<file path="src/rtl/core/sha256_pkg.sv">
// Package: SHA-256 constants, command/status types and round functions.
package sha256_pkg;

    localparam int unsigned ROUNDS = 64;

    typedef enum logic [2:0] {
        ST_IDLE,
        ST_LOAD,
        ST_ROUND,
        ST_UPDATE,
        ST_PAD,
        ST_EMIT
    } state_t;

    // command from controller to datapath
    typedef struct packed {
        logic       absorb;      // write data_byte at fill position, count bits
        logic       pad_write;   // write padding byte at fill position
        logic       load;        // working vars <- hash, schedule <- buffer
        logic       round;       // one compression round
        logic       update;      // hash += working vars
        logic       clear_msg;   // hash/count/fill back to initial
        logic       emit_next;   // advance output word
        logic       emit_start;  // output word index to zero
    } cmd_t;

    // status from datapath to controller
    typedef struct packed {
        logic       block_full;  // fill position at 63: this byte completes the block
        logic       round_last;  // round counter at 63
        logic       pad_done;    // last padding byte written
        logic       pad_block;   // padding needs a compression now
        logic       emit_last;   // word index at 7
    } status_t;

    function automatic logic [31:0] round_k(input logic [5:0] idx);
        logic [31:0] k [0:63];
        k = '{
            32'h428a2f98, 32'h71374491, 32'hb5c0fbcf, 32'he9b5dba5,
            32'h3956c25b, 32'h59f111f1, 32'h923f82a4, 32'hab1c5ed5,
            32'hd807aa98, 32'h12835b01, 32'h243185be, 32'h550c7dc3,
            32'h72be5d74, 32'h80deb1fe, 32'h9bdc06a7, 32'hc19bf174,
            32'he49b69c1, 32'hefbe4786, 32'h0fc19dc6, 32'h240ca1cc,
            32'h2de92c6f, 32'h4a7484aa, 32'h5cb0a9dc, 32'h76f988da,
            32'h983e5152, 32'ha831c66d, 32'hb00327c8, 32'hbf597fc7,
            32'hc6e00bf3, 32'hd5a79147, 32'h06ca6351, 32'h14292967,
            32'h27b70a85, 32'h2e1b2138, 32'h4d2c6dfc, 32'h53380d13,
            32'h650a7354, 32'h766a0abb, 32'h81c2c92e, 32'h92722c85,
            32'ha2bfe8a1, 32'ha81a664b, 32'hc24b8b70, 32'hc76c51a3,
            32'hd192e819, 32'hd6990624, 32'hf40e3585, 32'h106aa070,
            32'h19a4c116, 32'h1e376c08, 32'h2748774c, 32'h34b0bcb5,
            32'h391c0cb3, 32'h4ed8aa4a, 32'h5b9cca4f, 32'h682e6ff3,
            32'h748f82ee, 32'h78a5636f, 32'h84c87814, 32'h8cc70208,
            32'h90befffa, 32'ha4506ceb, 32'hbef9a3f7, 32'hc67178f2
        };
        return k[idx];
    endfunction

    function automatic logic [31:0] init_h(input logic [2:0] idx);
        logic [31:0] h [0:7];
        h = '{
            32'h6a09e667, 32'hbb67ae85, 32'h3c6ef372, 32'ha54ff53a,
            32'h510e527f, 32'h9b05688c, 32'h1f83d9ab, 32'h5be0cd19
        };
        return h[idx];
    endfunction

    function automatic logic [31:0] rotr(input logic [31:0] x, input int unsigned n);
        return (x >> n) | (x << (32 - n));
    endfunction

endpackage

</file>
<file path="src/rtl/core/sha256_ctrl.sv">
// Controller: sequences absorb, padding, compression and digest output.
module sha256_ctrl (
    input  logic                clk,
    input  logic                rst_n,
    input  logic                valid,
    output logic                ready,
    input  logic                req_type,
    output logic                out_valid,
    input  logic                out_ready,
    input  sha256_pkg::status_t sts,
    output sha256_pkg::cmd_t    cmd
);

    sha256_pkg::state_t state_reg, state_next;
    logic               fin_reg, fin_next;   // compression belongs to a finish

    always_ff @(posedge clk or negedge rst_n)
    begin
        if (!rst_n)
        begin
            state_reg <= sha256_pkg::ST_IDLE;
            fin_reg   <= 1'b0;
        end
        else
        begin
            state_reg <= state_next;
            fin_reg   <= fin_next;
        end
    end

    always_comb
    begin
        state_next = state_reg;
        fin_next   = fin_reg;
        cmd        = '0;
        ready      = 1'b0;
        out_valid  = 1'b0;
        case (state_reg)
            sha256_pkg::ST_IDLE:
            begin
                ready = 1'b1;
                if (valid)
                begin
                    if (!req_type)
                    begin
                        cmd.absorb = 1'b1;
                        if (sts.block_full)
                        begin
                            fin_next   = 1'b0;
                            state_next = sha256_pkg::ST_LOAD;
                        end
                    end
                    else
                    begin
                        fin_next   = 1'b1;
                        state_next = sha256_pkg::ST_PAD;
                    end
                end
            end
            sha256_pkg::ST_PAD:
            begin
                cmd.pad_write = 1'b1;
                if (sts.pad_block || sts.pad_done)
                    state_next = sha256_pkg::ST_LOAD;
            end
            sha256_pkg::ST_LOAD:
            begin
                cmd.load   = 1'b1;
                state_next = sha256_pkg::ST_ROUND;
            end
            sha256_pkg::ST_ROUND:
            begin
                cmd.round = 1'b1;
                if (sts.round_last)
                    state_next = sha256_pkg::ST_UPDATE;
            end
            sha256_pkg::ST_UPDATE:
            begin
                cmd.update = 1'b1;
                if (!fin_reg)
                    state_next = sha256_pkg::ST_IDLE;
                else if (sts.pad_done)
                begin
                    cmd.emit_start = 1'b1;
                    state_next     = sha256_pkg::ST_EMIT;
                end
                else
                    state_next = sha256_pkg::ST_PAD;
            end
            sha256_pkg::ST_EMIT:
            begin
                out_valid = 1'b1;
                if (out_ready)
                begin
                    cmd.emit_next = 1'b1;
                    if (sts.emit_last)
                    begin
                        cmd.clear_msg = 1'b1;
                        fin_next      = 1'b0;
                        state_next    = sha256_pkg::ST_IDLE;
                    end
                end
            end
            default:
                state_next = sha256_pkg::ST_IDLE;
        endcase
    end

endmodule

</file>
<file path="src/rtl/core/sha256_dpath.sv">
// Datapath: block buffer, bit count, message schedule, round logic, hash words.
module sha256_dpath (
    input  logic                clk,
    input  logic                rst_n,
    input  sha256_pkg::cmd_t    cmd,
    input  logic [7:0]          data_byte,
    output sha256_pkg::status_t sts,
    output logic [31:0]         digest_word,
    output logic [2:0]          word_index,
    output logic                last_word
);

    logic [31:0] blk_mem [0:15];   // block buffer, four bytes a word, big-endian
    logic [63:0] bits_reg;
    logic [5:0]  fill_reg;
    logic        done_reg;      // length bytes written, block is final
    logic        first_pad_reg; // next padding byte is the 0x80 marker
    logic        spill_reg;     // marker landed inside the length field
    logic [31:0] h_reg [0:7];
    logic [31:0] v_reg [0:7];
    logic [31:0] w_reg [0:15];
    logic [5:0]  rnd_reg;
    logic [2:0]  idx_reg;
    logic [7:0]  pad_byte;
    logic [31:0] w_cur, w_new, s0, s1, b0, b1, ch, maj, t1, t2;
    logic [2:0]  len_sel;

    // padding byte for current fill position: length bytes from 56 on unless spilling, else zeros
    always_comb
    begin
        len_sel = fill_reg[2:0];
        if (done_reg)
            pad_byte = 8'h00;
        else if (fill_reg >= 6'd56 && !spill_reg)
            pad_byte = bits_reg[8 * (7 - len_sel) +: 8];
        else
            pad_byte = 8'h00;
    end

    assign sts.block_full = (fill_reg == 6'd63);
    assign sts.round_last = (rnd_reg == 6'd63);
    assign sts.emit_last  = (idx_reg == 3'd7);
    // marker landed inside the length field: spill into a second block
    assign sts.pad_block  = !done_reg && (fill_reg == 6'd63) && spill_reg;
    assign sts.pad_done   = done_reg || (fill_reg == 6'd63 && !spill_reg);

    always_ff @(posedge clk)
    begin
        if (cmd.absorb)
            blk_mem[fill_reg[5:2]][{~fill_reg[1:0], 3'b000} +: 8] <= data_byte;
        else if (cmd.pad_write)
            blk_mem[fill_reg[5:2]][{~fill_reg[1:0], 3'b000} +: 8] <=
                first_pad_reg ? 8'h80 : pad_byte;
    end

    always_ff @(posedge clk or negedge rst_n)
    begin
        if (!rst_n)
        begin
            bits_reg      <= '0;
            fill_reg      <= '0;
            done_reg      <= 1'b0;
            first_pad_reg <= 1'b1;
            spill_reg     <= 1'b0;
            rnd_reg       <= '0;
            idx_reg       <= '0;
            for (int i = 0; i < 8; i++)
                h_reg[i] <= sha256_pkg::init_h(3'(i));
        end
        else
        begin
            if (cmd.absorb)
            begin
                bits_reg <= bits_reg + 64'd8;
                fill_reg <= fill_reg + 6'd1;
            end
            if (cmd.pad_write)
            begin
                first_pad_reg <= 1'b0;
                if (fill_reg == 6'd63)
                begin
                    if (!(spill_reg || first_pad_reg))
                        done_reg <= 1'b1;
                    spill_reg <= 1'b0;
                end
                else if (first_pad_reg)
                    spill_reg <= (fill_reg >= 6'd56);
                fill_reg <= fill_reg + 6'd1;
            end
            if (cmd.load)
                rnd_reg <= '0;
            if (cmd.round)
                rnd_reg <= rnd_reg + 6'd1;
            if (cmd.update)
                for (int i = 0; i < 8; i++)
                    h_reg[i] <= h_reg[i] + v_reg[i];
            if (cmd.emit_start)
                idx_reg <= '0;
            if (cmd.emit_next)
                idx_reg <= idx_reg + 3'd1;
            if (cmd.clear_msg)
            begin
                bits_reg      <= '0;
                fill_reg      <= '0;
                done_reg      <= 1'b0;
                first_pad_reg <= 1'b1;
                spill_reg     <= 1'b0;
                for (int i = 0; i < 8; i++)
                    h_reg[i] <= sha256_pkg::init_h(3'(i));
            end
        end
    end

    // schedule: sliding window of 16 words; words loaded from buffer in load
    assign s0    = sha256_pkg::rotr(w_reg[1], 7) ^ sha256_pkg::rotr(w_reg[1], 18)
                 ^ (w_reg[1] >> 3);
    assign s1    = sha256_pkg::rotr(w_reg[14], 17) ^ sha256_pkg::rotr(w_reg[14], 19)
                 ^ (w_reg[14] >> 10);
    assign w_new = w_reg[0] + s0 + w_reg[9] + s1;
    assign w_cur = w_reg[0];

    assign b1  = sha256_pkg::rotr(v_reg[4], 6) ^ sha256_pkg::rotr(v_reg[4], 11)
               ^ sha256_pkg::rotr(v_reg[4], 25);
    assign ch  = (v_reg[4] & v_reg[5]) ^ (~v_reg[4] & v_reg[6]);
    assign t1  = v_reg[7] + b1 + ch + sha256_pkg::round_k(rnd_reg) + w_cur;
    assign b0  = sha256_pkg::rotr(v_reg[0], 2) ^ sha256_pkg::rotr(v_reg[0], 13)
               ^ sha256_pkg::rotr(v_reg[0], 22);
    assign maj = (v_reg[0] & v_reg[1]) ^ (v_reg[0] & v_reg[2]) ^ (v_reg[1] & v_reg[2]);
    assign t2  = b0 + maj;

    always_ff @(posedge clk)
    begin
        if (cmd.load)
        begin
            for (int i = 0; i < 16; i++)
                w_reg[i] <= blk_mem[i];
            for (int i = 0; i < 8; i++)
                v_reg[i] <= h_reg[i];
        end
        else if (cmd.round)
        begin
            for (int i = 0; i < 15; i++)
                w_reg[i] <= w_reg[i + 1];
            w_reg[15] <= w_new;
            v_reg[7] <= v_reg[6];
            v_reg[6] <= v_reg[5];
            v_reg[5] <= v_reg[4];
            v_reg[4] <= v_reg[3] + t1;
            v_reg[3] <= v_reg[2];
            v_reg[2] <= v_reg[1];
            v_reg[1] <= v_reg[0];
            v_reg[0] <= t1 + t2;
        end
    end

    assign digest_word = h_reg[idx_reg];
    assign word_index  = idx_reg;
    assign last_word   = (idx_reg == 3'd7);

endmodule

</file>
<file path="src/rtl/core/sha256_byte_stream_hasher_core.sv">
// Top level: SHA-256 byte-stream hasher, controller plus datapath.
//
// Input channel (valid/ready, req_type, data_byte): req_type 0 absorbs one
// message byte, req_type 1 finishes the message.
// Output channel (out_valid/out_ready): eight digest items, H0 first, with
// word_index 0..7 and last_word set on the eighth.
// An absorb stores one byte; the 64th byte of a block starts the compression
// (load, 64 rounds of the single round unit, hash update).
// A finish writes padding one byte a cycle into the block buffer up to the
// block end, compresses, and repeats once if the length field spills into a
// second block, before the first digest item is shown.
// One item is worked on at a time; ready is low until the block is idle.
// When the receiver stalls, the current digest item holds and the block
// waits; after the eighth item the hash state, bit count and fill position
// return to their initial values for the next message.
// Reset (rst_n, asynchronous) loads the initial hash values and clears the
// bit count; it leaves the block idle and ready.
module sha256_byte_stream_hasher_core (
    input  logic        clk,
    input  logic        rst_n,
    input  logic        valid,
    output logic        ready,
    input  logic        req_type,
    input  logic [7:0]  data_byte,
    output logic        out_valid,
    input  logic        out_ready,
    output logic [31:0] digest_word,
    output logic [2:0]  word_index,
    output logic        last_word
);

    sha256_pkg::cmd_t    cmd;
    sha256_pkg::status_t sts;

    sha256_ctrl u_ctrl (
        .clk       (clk),
        .rst_n     (rst_n),
        .valid     (valid),
        .ready     (ready),
        .req_type  (req_type),
        .out_valid (out_valid),
        .out_ready (out_ready),
        .sts       (sts),
        .cmd       (cmd)
    );

    sha256_dpath u_dpath (
        .clk         (clk),
        .rst_n       (rst_n),
        .cmd         (cmd),
        .data_byte   (data_byte),
        .sts         (sts),
        .digest_word (digest_word),
        .word_index  (word_index),
        .last_word   (last_word)
    );

endmodule

</file>
<file path="config.mk">
export PLATFORM = sky130hd
export DESIGN_NAME = sha256_byte_stream_hasher_core
export DESIGN_NICKNAME = d
export VERILOG_FILES = /design/src/rtl/core/sha256_pkg.sv /design/src/rtl/core/sha256_ctrl.sv /design/src/rtl/core/sha256_dpath.sv /design/src/rtl/core/sha256_byte_stream_hasher_core.sv
export SDC_FILE = /design/constraint.sdc
export NUM_CORES = 2
export LEC_CHECK = 0
export BUFFER_PORTS_ARGS = -buffer_cell sky130_fd_sc_hd__buf_4
export CAP_MARGIN = 20
export CORE_MARGIN = 5
export CORE_UTILIZATION = 45
export CTS_CLUSTER_DIAMETER = 120
export DETAILED_ROUTE_END_ITERATION = 7
export HOLD_SLACK_MARGIN = 0.12
export PLACE_DENSITY = 0.66
export SLEW_MARGIN = 10
export SYNTH_ARGS = -nofsm -noshare
export SYNTH_HDL_FRONTEND = slang
export SYNTH_HIERARCHICAL = 1
export SYNTH_SLANG_ARGS = --single-unit
</file>
<file path="constraint.sdc">
create_clock -name clk -period 16.3 [get_ports clk]
set_input_delay 0.815 -clock clk [delete_from_list [all_inputs] [get_ports clk]]
set_output_delay 0.815 -clock clk [all_outputs]
set_load 0.01 [all_outputs]
</file>
# After elaboration in Yosys (flattened, before gate mapping)
# Memories as Yosys holds them, arrays and structs flattened.
# Cells that the tools add are included.
[op_classes]
addsub = 24
n_reduce_logical = 23
n_mux = 126
n_shift = 4
eq_ne = 15
bitwise = 86
n_lt_le_gt_ge = 3
[op_table]
columns = ["op", "count"]
rows = [
  ["$mux W32", 30],
  ["$add A32 B32 Y32", 18],
  ["$mux W256", 2],
  ["$xor A32 B32 Y32", 9],
  ["$and A32 B32 Y32", 5],
  ["$mux W64", 2],
  ["$bmux W32 S3", 1],
  ["$mux W1", 69],
  ["$add A64 B4 Y64 const B", 1],
  ["$shiftx A64 B33 Y8", 1],
  ["$shiftx A8 B7 Y32", 2],
  ["$or A1 B1 Y1", 56],
  ["$not A32 Y32", 1],
  ["$or A10 B32 Y32", 1],
  ["$or A13 B32 Y32", 1],
  ["$or A14 B32 Y32", 1],
  ["$or A15 B32 Y32", 1],
  ["$or A19 B32 Y32", 1],
  ["$or A21 B32 Y32", 1],
  ["$or A25 B32 Y32", 1],
  ["$or A26 B32 Y32", 1],
  ["$or A30 B32 Y32", 1],
  ["$or A7 B32 Y32", 1],
  ["$shift A8 B7 Y32 const A", 1],
  ["other kinds (35)", 73],
]
[word_totals]
input_bits = 13
word_cells = 302
n_memories = 4
mem_bits_rw = 1280
register_bits = 342
out_inout_bits = 38
romBits = 2048
[mem_list]
columns = ["memory", "words", "width", "read_ports", "rd_ports_with_merged_regs", "wr", "line_no", "text"]
rows = [
  ["(name not given)", 64, 32, 1, 0, 0, "sha256_pkg.sv:56", "return k[idx];"],
  ["u_dpath.blk_mem", 16, 32, 16, 0, 1, "sha256_dpath.sv:13", "logic [31:0] blk_mem [0:15];"],
  ["u_dpath.w_reg", 16, 32, 16, 0, 16, "sha256_dpath.sv:21", "logic [31:0] w_reg [0:15];"],
  ["u_dpath.v_reg", 8, 32, 8, 0, 8, "sha256_dpath.sv:20", "logic [31:0] v_reg [0:7];"],
]

# Depth between registers and ports, before layout
# An unclocked memory read counts as a cell.
[logic_depth]
word_depth = 10
depth_mapped = 41
ltp_nobuf = 39

# Hierarchy
# The synthesis kept the hierarchy.
[modules_own_cells]
columns = ["mod", "n_inst", "cells_each", "area_per_inst_um2", "seq_area_each_um2"]
rows = [
  ["sha256_dpath", 1, 8682, 92615.1, 46991.3],
  ["sha256_ctrl", 1, 42, 381.6, 100.1],
]

# Worst setup path after synthesis
# OpenSTA, ideal clock, no wires.
[synth_timing]
path_type = "register -> register"
start = "register u_ctrl.state_reg[2]"
end = "register u_dpath.rnd_reg[5]"
setup_slack_ns = -1.110
period_less_slack_ns = 17.410
stages_incl_launch_ff = 8
required_ns = 15.517
setup_ns = 0.783
t_arrival_ns = 16.627
path_buffers = 3
path_cell_list = "dfrtp_1 -> buf_2 -> nor3b_1 -> clkbuf_1 -> clkbuf_1 -> nor2_1 -> inv_1 -> a31oi_1"
[synth_rtl]
columns = ["element", "line_no", "text"]
rows = [
  ["start: declaration", "sha256_ctrl.sv:14", "sha256_pkg::state_t state_reg, state_next;"],
  ["start signal: assignment", "sha256_ctrl.sv:21", "state_reg <= sha256_pkg::ST_IDLE;"],
  ["start signal: assignment", "sha256_ctrl.sv:26", "state_reg <= state_next;"],
  ["end signal: assignment", "sha256_dpath.sv:93", "rnd_reg <= rnd_reg + 6'd1;"],
  ["end: declaration", "sha256_dpath.sv:22", "logic [5:0] rnd_reg;"],
]

==> run_results.csv <==
group,metric,value,unit
outcome,status,"finished, final reports clean",
yosys,syn_nets,9333,
drt,ant_nets,0,
cells_and_area,layout_common_cells,"nand2_1, edfxtp_1, nor2_1",
drt,wl,289,mm
cells_and_area,layout_commonest_cell,"nand2_1",
critical_path,arrival,11.06,ns
drt,wl_per_cell,25.2,um
timing,final_hold_viol_count,0,
clock_network,root_buffer,"clkbuf_16",
yosys,dominantRegCellSynth,"edfxtp_1",
die,die_area,216000,sq um
global_routing,grt-ovfl-total,0,
clock_network,cts_num_sinks,1619,
critical_path,crit_path_end_kind,"flop",
yosys,ys_seq_area_frac,0.506,
die,core,205000,sq um
yosys,async_reset_ff_frac,0.209,
clock_network,clkSlewWorstSetupHoldPaths,0.06,ns
timing,fin_crit,10.54,ns
critical_path,path_delay_family,"compound AO/OA/AOI/OAI gates",
yosys,syn-cell-area,93000,sq um
drt,firstDrtPassIters,7,
critical_path,cp.required,16.82,ns
yosys,synth_compound_area_frac,0.107,
critical_path,worst_setup_path_start_kind,"flop",
yosys,yosys.cell_types.count,111,
yosys,synth_top_family_by_area,"simple AND/OR/NAND/NOR gates",
critical_path,cpMaxStageDelayCell,"clkinv_1",
place,gp_congestion,0.988,
cells_and_area,synthToLayoutAreaGrowth,9.40,%
cells_and_area,layout-drive-gt1-share,0.106,
worst_hold_path,hold_path.startpoint,"req_type",
timing,worstMarginPinSlew,1.24,ns
clock_network,cts-resized-gates,0,
pwr,power.leakage,40.6,nW
pwr,p_per_area,82.5,nW/um^2
run,maxCapViolations,0,
timing,clock.fmax,94.9,MHz
yosys,yosysWarnings,6,
timing,relSlewSlack,0.169,
die,initial_core_util,0.453,
die,placementRows,166,
cells_and_area,fin_nets,9254,
global_routing,grt_pass1_wl,427,mm
cells_and_area,n_fill_cell,18400,
yosys,yosys.area_share.simple,0.145,
critical_path,worstSetupStartpoint,"u_dpath/rnd_reg[2]",
timing,rsz0062_at_grt,"false",
timing,holdWs,0.257,ns
global_routing,grt_util_all_layers,0.260,
place,port_buffers,50,
drt,viasPerCell,5.91,
timing,finalSetupViolCount,0,
clock_network,cts_buffer_depth,3,
global_routing,grt_max_degree,201,
critical_path,path_common_cell,"fa_1",
critical_path,worstReg2RegStart,"u_dpath/rnd_reg[2]",
pwr,irDropWorstVdd,0.000118,V
worst_hold_path,hp-class,"primary input to flop",
timing,fin_skew,0.0767,ns
critical_path,crit_type,"flop to flop",
yosys,ys_seq_elements,1619,
place,hpwl,208,mm
global_routing,grt_pass1_vias,65300,
yosys,synthXorXnorAreaFrac,0.0562,
clock_network,tritoncts,"yes",
yosys,postSynthAreaPerCell,10.7,sq um
yosys,synthMuxAreaShare,0.0574,
clock_network,clock_latency,0.84,ns
global_routing,antenna_found_initial,5,
die,io-pin-count,51,
drt,drcViolationCount,0,
clock_network,htreeDepth,4,
drt,drt_iter0_drc,6406,
clock_network,numCtsBuffers,176,
yosys,synthAdderAreaFrac,0.0982,
yosys,netlist_instances,8724,
timing,fin_crit_sh,0.646,
drt,vias,67800,
critical_path,max_stage_delay,0.66,ns
yosys,synth_edf_count,1280,
timing,tns,0,ns
critical_path,critical_path_peak_fanout,55,
die,die_w,465,um
critical_path,rrSetupSlack,5.76,ns
critical_path,crit_buf_inv,4,
timing,finalMaxSlewViolations,0,
die,fp.dieH,465,um
-- report_power, final --
group          internal (mW)  switching [mW]
Combinational        0.00535          0.0295
Sequential              4.41               0
Clock                   2.22            1.72
-- kinds of logic after synthesis --
logic type	after synthesis
simple gates	3191
flops	1619
compound gates	1592
buf+inv	711
fa+ha+maj	617
xor+xnor	595
mux	399
-- path summary, 6_finish.rpt --
kind	to	cells past startpoint
worst max-delay path	u_dpath/v_reg[0][28]	34
worst min-delay path	u_ctrl/fin_reg	3
worst max register to register	u_dpath/v_reg[0][28]	34
worst min register to register	u_dpath/w_reg[0][295]	2
max in group asynchronous	u_dpath/rnd_reg[4]	5
min in group asynchronous	u_dpath/h_reg[176]	2
-- through the flow --
stage               worst slack (ns)  utilization  cells  area, sq um  total power [mW]
floorplan                       2.94            -   8724        93000              4.50
global placement                5.96        0.468  11200        96000              4.53
detailed placement              5.98        0.468  11200        96000              4.53
CTS                             5.90        0.496  11500       102000              8.48
global route                    5.34        0.496  11500       102000              8.65
finish                          5.76        0.496  11500       102000              8.40
-- cells in the mapped netlist (all sizes together) (61+ instances only) --
| cell | n | area, sq um |
|---|---|---|
| nor3 | 111 | 566 |
| nor2b | 65 | 407 |
| xor2 | 217 | 1900 |
| dfstp | 137 | 3600 |
| a21oi | 472 | 2370 |
| clkbuf | 364 | 1370 |
| nand3 | 117 | 591 |
| dfrtp | 202 | 5050 |
| and3 | 61 | 387 |
| o21ai | 418 | 2090 |
| nor2 | 543 | 2040 |
| xnor2 | 377 | 3300 |
| edfxtp | 1280 | 38400 |
| mux2 | 224 | 2520 |
| fa | 195 | 3900 |
| mux2i | 90 | 901 |
| a21o | 179 | 1340 |
| mux4 | 85 | 1920 |
| ha | 401 | 5020 |
| nand2b | 65 | 407 |
| nand2 | 2013 | 7560 |
| inv | 291 | 1090 |
-- cell type report --
class	instances	area [sq um]	share of cell area
clock inverter	100	1030	0.0101
multi-input combinational	6394	43200	0.425
timing repair buffer	159	1260	0.0124
sequential	1619	47100	0.463
antenna	2	5.00	0.0000492
inverter	295	1120	0.0110
clock buffer	222	4640	0.0456
tap	2688	3360	0.0331
-- layer usage --
layer	part of all wire	GRT usage	routed length, um	vias up
met2	0.47	0.426	136000	2726
li1	-	-	-	30700
met1	0.41	0.346	117000	33800
met4	0.049	0.112	14200	0
met3	0.073	0.0409	21100	568
met5	0	0	0	-
-- repair_timing --
action,in CTS,in global routing
buffers inserted,0,0
hold buffers,1,0
endpoints found under the hold margin,30,0
-- worst reg2reg max path, delay by kind of cell, from the launching register on --
family                   cells  cell delay, ns
AO/OA/AOI/OAI               16            3.93
adder cells (fa/ha/maj)      7            2.94
buffers and inverters        4            1.30
AND/OR/NAND/NOR              5            1.19
XOR/XNOR                     2            0.52
flip-flops                   1            0.32
No activity file was read; power rests on OpenSTA's default activity.
